===== src/rtl/ssad_pkg.sv =====
// Shared constants and types for the sweep sync pulse angle decoder.
`timescale 1ns / 1ps

package ssad_pkg;

    // Stream word widths
    localparam int IN_TDATA_W  = 48;   // rise_time[31:0], pulse_width[47:32]
    localparam int OUT_TDATA_W = 128;  // angle_x0, angle_y0, angle_x1, angle_y1

    // Configuration port
    localparam int CFG_IDX_W  = 3;
    localparam int CFG_DATA_W = 20;

    localparam logic [CFG_IDX_W-1:0] CFG_LONG_PULSE_MIN  = 3'd0;
    localparam logic [CFG_IDX_W-1:0] CFG_LONG_PULSE_MAX  = 3'd1;
    localparam logic [CFG_IDX_W-1:0] CFG_SYNC_WIDTH_BASE = 3'd2;
    localparam logic [CFG_IDX_W-1:0] CFG_SYNC_GAP_MIN    = 3'd3;
    localparam logic [CFG_IDX_W-1:0] CFG_SYNC_GAP_MAX    = 3'd4;
    localparam logic [CFG_IDX_W-1:0] CFG_ANGLE_CENTER    = 3'd5;

    // Register reset values
    localparam logic [15:0] RST_LONG_PULSE_MIN  = 16'd3360;
    localparam logic [15:0] RST_LONG_PULSE_MAX  = 16'd25200;
    localparam logic [15:0] RST_SYNC_WIDTH_BASE = 16'd4814;
    localparam logic [19:0] RST_SYNC_GAP_MIN    = 20'd31080;
    localparam logic [19:0] RST_SYNC_GAP_MAX    = 20'd36120;
    localparam logic [19:0] RST_ANGLE_CENTER    = 20'd336000;

    // Sync bits = floor(x / 875) for 16-bit x, as (x * ceil(2^26/875)) >> 26
    localparam int          SYNC_BITS_W  = 7;
    localparam int          SYNC_SHIFT   = 26;
    localparam logic [16:0] SYNC_RECIP   = 17'd76696;
    localparam int          SYNC_SKIP_BIT = 2;
    localparam int          SYNC_AXIS_BIT = 0;

    // Angle scale: round(mag * PI_Q28 / CYCLE_TICKS)
    //   PI_Q28 = PI_INT * CYCLE_TICKS + PI_REM
    localparam int          MAG_W       = 21;   // larger magnitudes always saturate
    localparam logic [19:0] CYCLE_TICKS = 20'd699972;
    localparam logic [18:0] HALF_CYCLE  = 19'd349986;
    localparam logic [10:0] PI_INT      = 11'd1204;
    localparam logic [19:0] PI_REM      = 20'd548569;
    // Slightly low estimate of PI_REM / CYCLE_TICKS in Q0.32
    localparam logic [31:0] REM_RECIP   = 32'd3365971600;

    localparam logic [31:0] ANGLE_MAX = 32'h7FFF_FFFF;
    localparam logic [31:0] ANGLE_MIN = 32'h8000_0000;

    // Pipeline depth, input register through output register
    localparam int NUM_STAGES = 7;

    // Per-word control that rides along the angle pipeline
    typedef struct packed {
        logic       done;   // all four angles set with this pulse
        logic       wr;     // an angle is written
        logic [1:0] slot;   // x0, y0, x1, y1
    } ssad_tag_t;

endpackage


===== src/rtl/sweep_sync_pulse_angle_decoder.sv =====
// Top level of the sweep sync pulse angle decoder: pulse classifier and angle pipeline.
`timescale 1ns / 1ps
//
// Usage
//   s_ channel: one word per light pulse, s_tdata = {pulse_width, rise_time}, both in
//   sensor ticks. m_ channel: one word per accepted pulse carrying the four stored
//   angles (Q3.28 radians, saturated); m_tlast is high when this pulse completed all
//   four angles, after which the set marks start over.
//   Configuration: cfg_wr_en writes cfg_wdata to the register at cfg_index on the
//   clock edge; write only while no pulse is in flight.
// Pipeline
//   Seven register stages: input, classify, center offset, scale multiply, quotient
//   check, rounding correction, output. One word per cycle is sustained while
//   m_tready is high.
// Reset
//   aresetn low clears all pipeline valids, the sync slots, the set marks and the
//   stored angles, and loads the register defaults.
// Stall
//   When m_tready is low the output word holds; empty stages keep filling, so up to
//   seven words are taken before s_tready drops.
module sweep_sync_pulse_angle_decoder (
    input  logic                            aclk,
    input  logic                            aresetn,
    // Configuration writes
    input  logic                            cfg_wr_en,
    input  logic [ssad_pkg::CFG_IDX_W-1:0]  cfg_index,
    input  logic [ssad_pkg::CFG_DATA_W-1:0] cfg_wdata,
    // Pulse input
    input  logic                            s_tvalid,
    output logic                            s_tready,
    input  logic [ssad_pkg::IN_TDATA_W-1:0] s_tdata,   // rise_time[31:0], pulse_width[47:32]
    // Angle output
    output logic                             m_tvalid,
    input  logic                             m_tready,
    output logic [ssad_pkg::OUT_TDATA_W-1:0] m_tdata,  // angle_x0, angle_y0, angle_x1, angle_y1
    output logic                             m_tlast   // frame_done
);

    import ssad_pkg::*;

    // Configuration registers
    logic [15:0] long_pulse_min_reg;
    logic [15:0] long_pulse_max_reg;
    logic [15:0] sync_width_base_reg;
    logic [19:0] sync_gap_min_reg;
    logic [19:0] sync_gap_max_reg;
    logic [19:0] angle_center_reg;

    // Decoder state
    logic        expect_second_reg;
    logic [31:0] sync_a_time_reg;
    logic [15:0] sync_a_width_reg;
    logic [31:0] sync_b_time_reg;
    logic [15:0] sync_b_width_reg;
    logic [3:0]  marks_reg;
    logic [3:0]  marks_next;
    logic [31:0] angle_store_reg [4];

    // Pipeline handshake
    logic [NUM_STAGES-1:0] vld_reg;
    logic [NUM_STAGES-1:0] rdy;
    logic                  take0;

    // Stage 0: input register
    logic [31:0] in_time_reg;
    logic [15:0] in_width_reg;

    // Classification
    logic                   is_ignore;
    logic                   is_sync;
    logic                   is_sweep;
    logic [31:0]            centre;
    logic [31:0]            gap;
    logic                   gap_ok;
    logic [SYNC_BITS_W-1:0] bits_a;
    logic [SYNC_BITS_W-1:0] bits_b;
    logic                   found;
    logic [1:0]             slot;
    logic [31:0]            sweep;
    logic                   wr;
    logic [3:0]             marks_or;
    ssad_tag_t              tag0;

    // Stage 1
    ssad_tag_t   p1_tag_reg;
    logic [31:0] p1_sweep_reg;

    // Stage 2
    logic [32:0]      offs;
    logic [32:0]      offs_abs;
    ssad_tag_t        p2_tag_reg;
    logic             p2_neg_reg;
    logic             p2_sat_reg;
    logic [MAG_W-1:0] p2_mag_reg;

    // Stage 3
    logic [40:0]      x_prod;
    logic [52:0]      est_prod;
    ssad_tag_t        p3_tag_reg;
    logic             p3_neg_reg;
    logic             p3_sat_reg;
    logic [MAG_W-1:0] p3_mag_reg;
    logic [41:0]      p3_x_reg;
    logic [MAG_W-1:0] p3_est_reg;

    // Stage 4
    ssad_tag_t        p4_tag_reg;
    logic             p4_neg_reg;
    logic             p4_sat_reg;
    logic [MAG_W-1:0] p4_mag_reg;
    logic [41:0]      p4_x_reg;
    logic [MAG_W-1:0] p4_est_reg;
    logic [40:0]      p4_prod_reg;

    // Stage 5
    logic [41:0]    rem;
    ssad_tag_t      p5_tag_reg;
    logic           p5_neg_reg;
    logic           p5_sat_reg;
    logic [MAG_W:0] p5_q2_reg;
    logic [31:0]    p5_base_reg;

    // Stage 6
    logic [32:0] q_sum;
    logic        q_over;
    logic [31:0] angle;
    logic        done_reg;

    // floor(max(w - base, 0) / 875) by reciprocal multiply
    function automatic logic [SYNC_BITS_W-1:0] sync_bits(input logic [15:0] w,
                                                         input logic [15:0] base);
        logic [15:0] diff;
        logic [32:0] prod;
        diff = (w >= base) ? (w - base) : 16'd0;
        prod = {17'd0, diff} * {16'd0, SYNC_RECIP};
        return prod[SYNC_SHIFT +: SYNC_BITS_W];
    endfunction

    // Configuration writes
    always_ff @(posedge aclk) begin
        if (!aresetn) begin
            long_pulse_min_reg  <= RST_LONG_PULSE_MIN;
            long_pulse_max_reg  <= RST_LONG_PULSE_MAX;
            sync_width_base_reg <= RST_SYNC_WIDTH_BASE;
            sync_gap_min_reg    <= RST_SYNC_GAP_MIN;
            sync_gap_max_reg    <= RST_SYNC_GAP_MAX;
            angle_center_reg    <= RST_ANGLE_CENTER;
        end else if (cfg_wr_en) begin
            case (cfg_index)
                CFG_LONG_PULSE_MIN:  long_pulse_min_reg  <= cfg_wdata[15:0];
                CFG_LONG_PULSE_MAX:  long_pulse_max_reg  <= cfg_wdata[15:0];
                CFG_SYNC_WIDTH_BASE: sync_width_base_reg <= cfg_wdata[15:0];
                CFG_SYNC_GAP_MIN:    sync_gap_min_reg    <= cfg_wdata;
                CFG_SYNC_GAP_MAX:    sync_gap_max_reg    <= cfg_wdata;
                CFG_ANGLE_CENTER:    angle_center_reg    <= cfg_wdata;
                default: begin
                end
            endcase
        end
    end

    // Ready chain: a stage takes a word when it is empty or its word moves on
    always_comb begin
        rdy[NUM_STAGES-1] = !vld_reg[NUM_STAGES-1] || m_tready;
        for (int i = NUM_STAGES - 2; i >= 0; i--) begin
            rdy[i] = !vld_reg[i] || rdy[i+1];
        end
    end

    assign s_tready = rdy[0];
    assign take0    = vld_reg[0] && rdy[1];

    always_ff @(posedge aclk) begin
        if (!aresetn) begin
            vld_reg <= '0;
        end else begin
            if (rdy[0]) begin
                vld_reg[0] <= s_tvalid;
            end
            for (int i = 1; i < NUM_STAGES; i++) begin
                if (rdy[i]) begin
                    vld_reg[i] <= vld_reg[i-1];
                end
            end
        end
    end

    // Stage 0: input register
    always_ff @(posedge aclk) begin
        if (rdy[0]) begin
            in_time_reg  <= s_tdata[31:0];
            in_width_reg <= s_tdata[47:32];
        end
    end

    // Classify the pulse and pick the angle slot
    always_comb begin
        is_ignore = in_width_reg >= long_pulse_max_reg;
        is_sync   = !is_ignore && (in_width_reg >= long_pulse_min_reg);
        is_sweep  = !is_ignore && !is_sync;
        centre    = in_time_reg + {17'd0, in_width_reg[15:1]};
        gap       = sync_b_time_reg - sync_a_time_reg;
        gap_ok    = !gap[31] && (gap > {12'd0, sync_gap_min_reg})
                    && (gap < {12'd0, sync_gap_max_reg});
        bits_a    = sync_bits(sync_a_width_reg, sync_width_base_reg);
        bits_b    = sync_bits(sync_b_width_reg, sync_width_base_reg);

        found = 1'b1;
        slot  = {1'b0, bits_a[SYNC_AXIS_BIT]};
        sweep = centre - sync_a_time_reg;
        if (bits_a[SYNC_SKIP_BIT]) begin
            slot  = {1'b1, bits_b[SYNC_AXIS_BIT]};
            sweep = centre - sync_b_time_reg;
            found = !bits_b[SYNC_SKIP_BIT];
        end

        wr       = is_sweep && gap_ok && found;
        marks_or = marks_reg | (wr ? (4'b0001 << slot) : 4'b0000);

        marks_next = marks_reg;
        if (is_sweep) begin
            marks_next = (marks_or == 4'hF) ? 4'h0 : marks_or;
        end

        tag0.done = is_sweep && (marks_or == 4'hF);
        tag0.wr   = wr;
        tag0.slot = slot;
    end

    // Sync slots and set marks, updated as each word leaves stage 0
    always_ff @(posedge aclk) begin
        if (!aresetn) begin
            expect_second_reg <= 1'b0;
            sync_a_time_reg   <= '0;
            sync_a_width_reg  <= '0;
            sync_b_time_reg   <= '0;
            sync_b_width_reg  <= '0;
            marks_reg         <= '0;
        end else if (take0) begin
            marks_reg <= marks_next;
            if (is_sweep) begin
                expect_second_reg <= 1'b0;
            end else if (is_sync) begin
                expect_second_reg <= !expect_second_reg;
                if (!expect_second_reg) begin
                    sync_a_time_reg  <= in_time_reg;
                    sync_a_width_reg <= in_width_reg;
                end else begin
                    sync_b_time_reg  <= in_time_reg;
                    sync_b_width_reg <= in_width_reg;
                end
            end
        end
    end

    // Stage 1: decision register
    always_ff @(posedge aclk) begin
        if (rdy[1]) begin
            p1_tag_reg   <= tag0;
            p1_sweep_reg <= sweep;
        end
    end

    // Stage 2: signed offset from the center, split into sign and magnitude
    always_comb begin
        offs     = {p1_sweep_reg[31], p1_sweep_reg} - {13'd0, angle_center_reg};
        offs_abs = offs[32] ? (33'd0 - offs) : offs;
    end

    always_ff @(posedge aclk) begin
        if (rdy[2]) begin
            p2_tag_reg <= p1_tag_reg;
            p2_neg_reg <= offs[32];
            p2_sat_reg <= |offs_abs[32:MAG_W];
            p2_mag_reg <= offs_abs[MAG_W-1:0];
        end
    end

    // Stage 3: remainder numerator and quotient estimate
    always_comb begin
        x_prod   = {20'd0, p2_mag_reg} * {21'd0, PI_REM};
        est_prod = {32'd0, p2_mag_reg} * {21'd0, REM_RECIP};
    end

    always_ff @(posedge aclk) begin
        if (rdy[3]) begin
            p3_tag_reg <= p2_tag_reg;
            p3_neg_reg <= p2_neg_reg;
            p3_sat_reg <= p2_sat_reg;
            p3_mag_reg <= p2_mag_reg;
            p3_x_reg   <= {1'b0, x_prod} + {23'd0, HALF_CYCLE};
            p3_est_reg <= est_prod[52:32];
        end
    end

    // Stage 4: estimate times the cycle period
    always_ff @(posedge aclk) begin
        if (rdy[4]) begin
            p4_tag_reg  <= p3_tag_reg;
            p4_neg_reg  <= p3_neg_reg;
            p4_sat_reg  <= p3_sat_reg;
            p4_mag_reg  <= p3_mag_reg;
            p4_x_reg    <= p3_x_reg;
            p4_est_reg  <= p3_est_reg;
            p4_prod_reg <= {20'd0, p3_est_reg} * {21'd0, CYCLE_TICKS};
        end
    end

    // Stage 5: estimate is low by at most one; fix it and form the integer part
    assign rem = p4_x_reg - {1'b0, p4_prod_reg};

    always_ff @(posedge aclk) begin
        if (rdy[5]) begin
            p5_tag_reg  <= p4_tag_reg;
            p5_neg_reg  <= p4_neg_reg;
            p5_sat_reg  <= p4_sat_reg;
            p5_q2_reg   <= {1'b0, p4_est_reg}
                           + {{MAG_W{1'b0}}, (rem >= {22'd0, CYCLE_TICKS})};
            p5_base_reg <= {11'd0, p4_mag_reg} * {21'd0, PI_INT};
        end
    end

    // Stage 6: sum, saturate, apply sign
    always_comb begin
        q_sum  = {1'b0, p5_base_reg} + {11'd0, p5_q2_reg};
        q_over = p5_sat_reg || q_sum[32] || q_sum[31];
        if (q_over) begin
            angle = p5_neg_reg ? ANGLE_MIN : ANGLE_MAX;
        end else begin
            angle = p5_neg_reg ? (32'd0 - q_sum[31:0]) : q_sum[31:0];
        end
    end

    // Output register: the angle store only changes as a word enters it
    always_ff @(posedge aclk) begin
        if (!aresetn) begin
            for (int i = 0; i < 4; i++) begin
                angle_store_reg[i] <= '0;
            end
        end else if (rdy[NUM_STAGES-1] && vld_reg[NUM_STAGES-2] && p5_tag_reg.wr) begin
            angle_store_reg[p5_tag_reg.slot] <= angle;
        end
    end

    always_ff @(posedge aclk) begin
        if (rdy[NUM_STAGES-1]) begin
            done_reg <= p5_tag_reg.done;
        end
    end

    assign m_tvalid = vld_reg[NUM_STAGES-1];
    assign m_tlast  = done_reg;
    assign m_tdata  = {angle_store_reg[3], angle_store_reg[2],
                       angle_store_reg[1], angle_store_reg[0]};

    // Marks are cleared the moment the fourth one is set
    a_marks_never_full: assert property (@(posedge aclk) disable iff (!aresetn)
        marks_reg != 4'hF)
        else $error("angle set marks reached all-set");

    // Completion clears the marks
    a_done_clears: assert property (@(posedge aclk) disable iff (!aresetn)
        take0 && tag0.done |=> marks_reg == 4'h0)
        else $error("marks not cleared on frame completion");

    // A sweep re-arms the sync pair
    a_sweep_rearms: assert property (@(posedge aclk) disable iff (!aresetn)
        take0 && is_sweep |=> !expect_second_reg)
        else $error("sweep did not re-arm sync A");

    // Stored angles move only with a word entering the output register
    a_store_stable: assert property (@(posedge aclk) disable iff (!aresetn)
        !(rdy[NUM_STAGES-1] && vld_reg[NUM_STAGES-2]) |=> $stable(m_tdata))
        else $error("angle store changed without a new word");

    // An open output never back-pressures the input
    a_ready_chain: assert property (@(posedge aclk) disable iff (!aresetn)
        m_tready |-> s_tready)
        else $error("input stalled while output is ready");

endmodule


===== config.mk =====
export PLATFORM = sky130hd
export DESIGN_NAME = sweep_sync_pulse_angle_decoder
export DESIGN_NICKNAME = d
export VERILOG_FILES = /design/src/rtl/ssad_pkg.sv /design/src/rtl/sweep_sync_pulse_angle_decoder.sv
export SDC_FILE = /design/constraint.sdc
export NUM_CORES = 2
export LEC_CHECK = 0
export BUFFER_PORTS_ARGS = -buffer_cell sky130_fd_sc_hd__buf_4
export CELL_PAD_IN_SITES_DETAIL_PLACEMENT = 0
export CELL_PAD_IN_SITES_GLOBAL_PLACEMENT = 2
export CORE_MARGIN = 5
export CORE_UTILIZATION = 30
export CTS_CLUSTER_DIAMETER = 200
export CTS_CLUSTER_SIZE = 28
export DETAILED_ROUTE_END_ITERATION = 8
export HOLD_SLACK_MARGIN = 0.05
export PLACE_DENSITY_LB_ADDON = 0.15
export REMOVE_ABC_BUFFERS = 1
export SLEW_MARGIN = 20
export SYNTH_ARGS = -nofsm -noshare
export SYNTH_HDL_FRONTEND = slang
export SYNTH_SLANG_ARGS = --single-unit

===== constraint.sdc =====
create_clock -name aclk -period 16.7 [get_ports aclk]
set_clock_uncertainty 0.2 [all_clocks]
set_input_delay 5.01 -clock aclk [delete_from_list [all_inputs] [get_ports aclk]]
set_output_delay 5.01 -clock aclk [all_outputs]
set_load 0.01 [all_outputs]

==> flow_summary.json <==
{
  "rsz0062_at_grt": "false",
  "gr-total-overflow": 0,
  "dieArea_um2": 244300,
  "hold_path.class": "reg2reg",
  "r2r-end": "p1_sweep_reg[31]",
  "initial_core_util_pct": 30.20,
  "synth_area_leaders": "edfxtp_1 22%, ha_1 20%, fa_1 18%, inv_1 6.6%, dfxtp_1 6.1%",
  "critPathLaunch": "sync_a_width_reg[0]",
  "reg2reg_slack_ns": 3.30,
  "drtIter0Drc": 2072,
  "post-synth-top-area-cell": "edfxtp_1",
  "die_y_um": 494.3,
  "hold_buffers": 0,
  "grt_use_total_pct": 16.42,
  "drt-total-wl_mm": 201.5,
  "h-tree-depth": 1,
  "synthesis.area_um2": 70360,
  "path_max_fanout": 37,
  "synthMuxAreaShare_pct": 1.570,
  "maxCapViolCount": 0,
  "synthToLayoutAreaGrowth_pct": 9.396,
  "async_flop_share_pct": 0,
  "dp_hpwl_mm": 163.4,
  "postCtsSetupRepairBufs": 0,
  "gp_congestion": 0.7885,
  "slew_violations": 0,
  "io_pins": 207,
  "fmax_mhz": 74.63,
  "critPathMaxStageDelay_ns": 0.79,
  "start_kind": "register",
  "drive_gt1_share_pct": 6.027,
  "synthFlopType": "edfxtp_1",
  "grt_pass1_wl_mm": 312.3,
  "ys_ff_latch": 725,
  "nNetsFinal": 9029,
  "end_kind": "register",
  "synth_compound_area_share_pct": 11.24,
  "antenna_found_initial": 5,
  "synth_edf_count": 509,
  "outcome": "finished, final reports clean",
  "vias": 48580,
  "clock-sinks": 725,
  "die_x_um": 494.3,
  "first_pass_iters": 5,
  "cts_resized": 0,
  "synth_xor_area_share_pct": 3.755,
  "post-route-period-util_pct": 80.23,
  "dp_slack_ns": 3.178,
  "synth.top_cell.area_share_pct": 21.72,
  "drc": 0,
  "synth_fa_ha_area_share_pct": 37.90,
  "grt_max_degree": 82,
  "finalHoldViolations": 0,
  "clk_pin_slew_ns": 0.13,
  "grt_pass1_vias": 51330,
  "ant_nets": 0,
  "required_ns": 16.97,
  "slew_headroom_pct": 27.91,
  "cts_buffer_depth": 3,
  "ys_seq_area_share_pct": 27.87,
  "rows": 177,
  "rr_startpoint": "sync_a_width_reg[0]",
  "vias_per_cell": 4.693,
  "cts_tree": "yes",
  "tightest_slew_ns": 1.081,
  "setup.worst_path.end": "p1_sweep_reg[31]",
  "cts_made_buffers": 31,
  "stdcell_area_um2": 76980,
  "yosysMostFrequentCell": "inv_1",
  "post_drt_wl_per_cell_um": 19.47,
  "cp.arrival_ns": 13.67,
  "cts-root-buf": "clkbuf_16",
  "crit_type": "reg2reg",
  "yosysWarningCount": 0,
  "largest_reg_flops": 128,
  "placed_area_um2": 76000,
  "tns_ns": 0,
  "synth_area_per_cell_um2": 10.05,
  "post-route-min-period_ns": 13.40,
  "synth.top_cells.by_count": "1243 x inv_1, 1144 x ha_1, 617 x fa_1, 516 x nand2_1, 509 x edfxtp_1",
  "clk_latency_ns": 0.72,
  "synth_top_family_by_area": "adder cells",
  "postSynthCellCount": 7001,
  "synth_cell_types": 117,
  "final_util_pct": 33.04,
  "portBuffers": 206,
  "worst_slack_ns": 3.301,
  "ff2ff_path_depth": 48,
  "cp_common_cell": "fa_1",
  "core_area_um2": 233000,
  "setup_viol_count_final": 0,
  "synth-simple-area-share_pct": 10.37,
  "critPathSlowestCell": "nor3_2"
}
-- final cells by class --
| cell class | count | area, um2 |
|---|---|---|
| diodes | 3 | 7.507 |
| clock buffers | 53 | 858.3 |
| clock inverters | 5 | 77.57 |
| fillers | 24150 | 156000 |
| inverters | 1244 | 4676 |
| multi-input cells | 4909 | 45710 |
| flip-flops and latches | 725 | 19610 |
| well taps | 3132 | 3919 |
| repair buffers | 281 | 2122 |
-- layout by cell type (no fill, tap or decap), types with 27 or more instances in the layout --
master	Yosys	layout
o21a_1	64	64
edfxtp_1	509	509
o211ai_1	62	62
o21bai_1	37	37
nand4_1	55	55
nor4_1	27	27
a21o_1	127	127
and2_1	38	38
dfxtp_1	216	216
nor3_1	105	100
a211oi_1	34	34
xor2_1	87	87
nor2_1	438	435
nor2b_1	48	47
mux2i_1	98	98
a31oi_1	37	37
fa_1	617	617
ha_1	1144	1144
clkbuf_16	0	31
or3_1	35	34
nand3_1	103	103
inv_1	1243	1241
and3_1	45	45
nand2_1	516	510
nand2b_1	36	36
o21ai_0	183	182
xnor2_1	211	211
a21oi_1	392	392
buf_4	1	280
-- critical path, delay by kind of cell, from the launching register on --
| family | cells | cell delay [ns] |
|---|---|---|
| fa+ha+maj | 10 | 3.86 |
| buf+inv | 7 | 1.02 |
| mux | 1 | 0.26 |
| simple gates | 6 | 1.93 |
| xor+xnor | 1 | 0.10 |
| compound gates | 23 | 5.33 |
| flops | 1 | 0.36 |
-- how the worst min path moves through the flow --
stage	cells after the start	start	slack [ns]	to
after floorplan	0	p5_tag_reg[3]	0.20	m_tlast
after global placement	0	p3_x_reg[32]	0.20	p4_x_reg[32]
after detailed placement	0	p2_tag_reg[1]	0.20	p3_tag_reg[1]
after CTS	0	p3_x_reg[15]	0.19	p4_x_reg[15]
after global routing	0	p3_x_reg[15]	0.20	p4_x_reg[15]
final	0	p3_x_reg[15]	0.20	p4_x_reg[15]
-- layer usage --
metal | track usage [%] | vias up | wire (um)
met5 | 0 | - | 0
met4 | 2.825 | 0 | 3917
met3 | 0.9607 | 129 | 3904
met2 | 28.44 | 503 | 96740
met1 | 22.89 | 23740 | 96970
li1 | - | 24210 | -
-- through the flow --
step	std cells	hold slack, ns
after floorplan	6878	0.2003
after global placement	10290	0.2007
after detailed placement	10290	0.2045
after CTS	10350	0.1889
after global routing	10350	0.1988
final	10350	0.1959
-- logic make-up after synthesis --
| group | Yosys count |
|---|---|
| adder cells (fa/ha/maj) | 1761 |
| XOR/XNOR | 300 |
| AO/OA/AOI/OAI | 1189 |
| flip-flops | 725 |
| AND/OR/NAND/NOR | 1550 |
| multiplexers | 109 |
| buffers and inverters | 1367 |
Power is not shown: default switching activity piles up to over one toggle a cycle in this logic, so the estimate is an artifact.
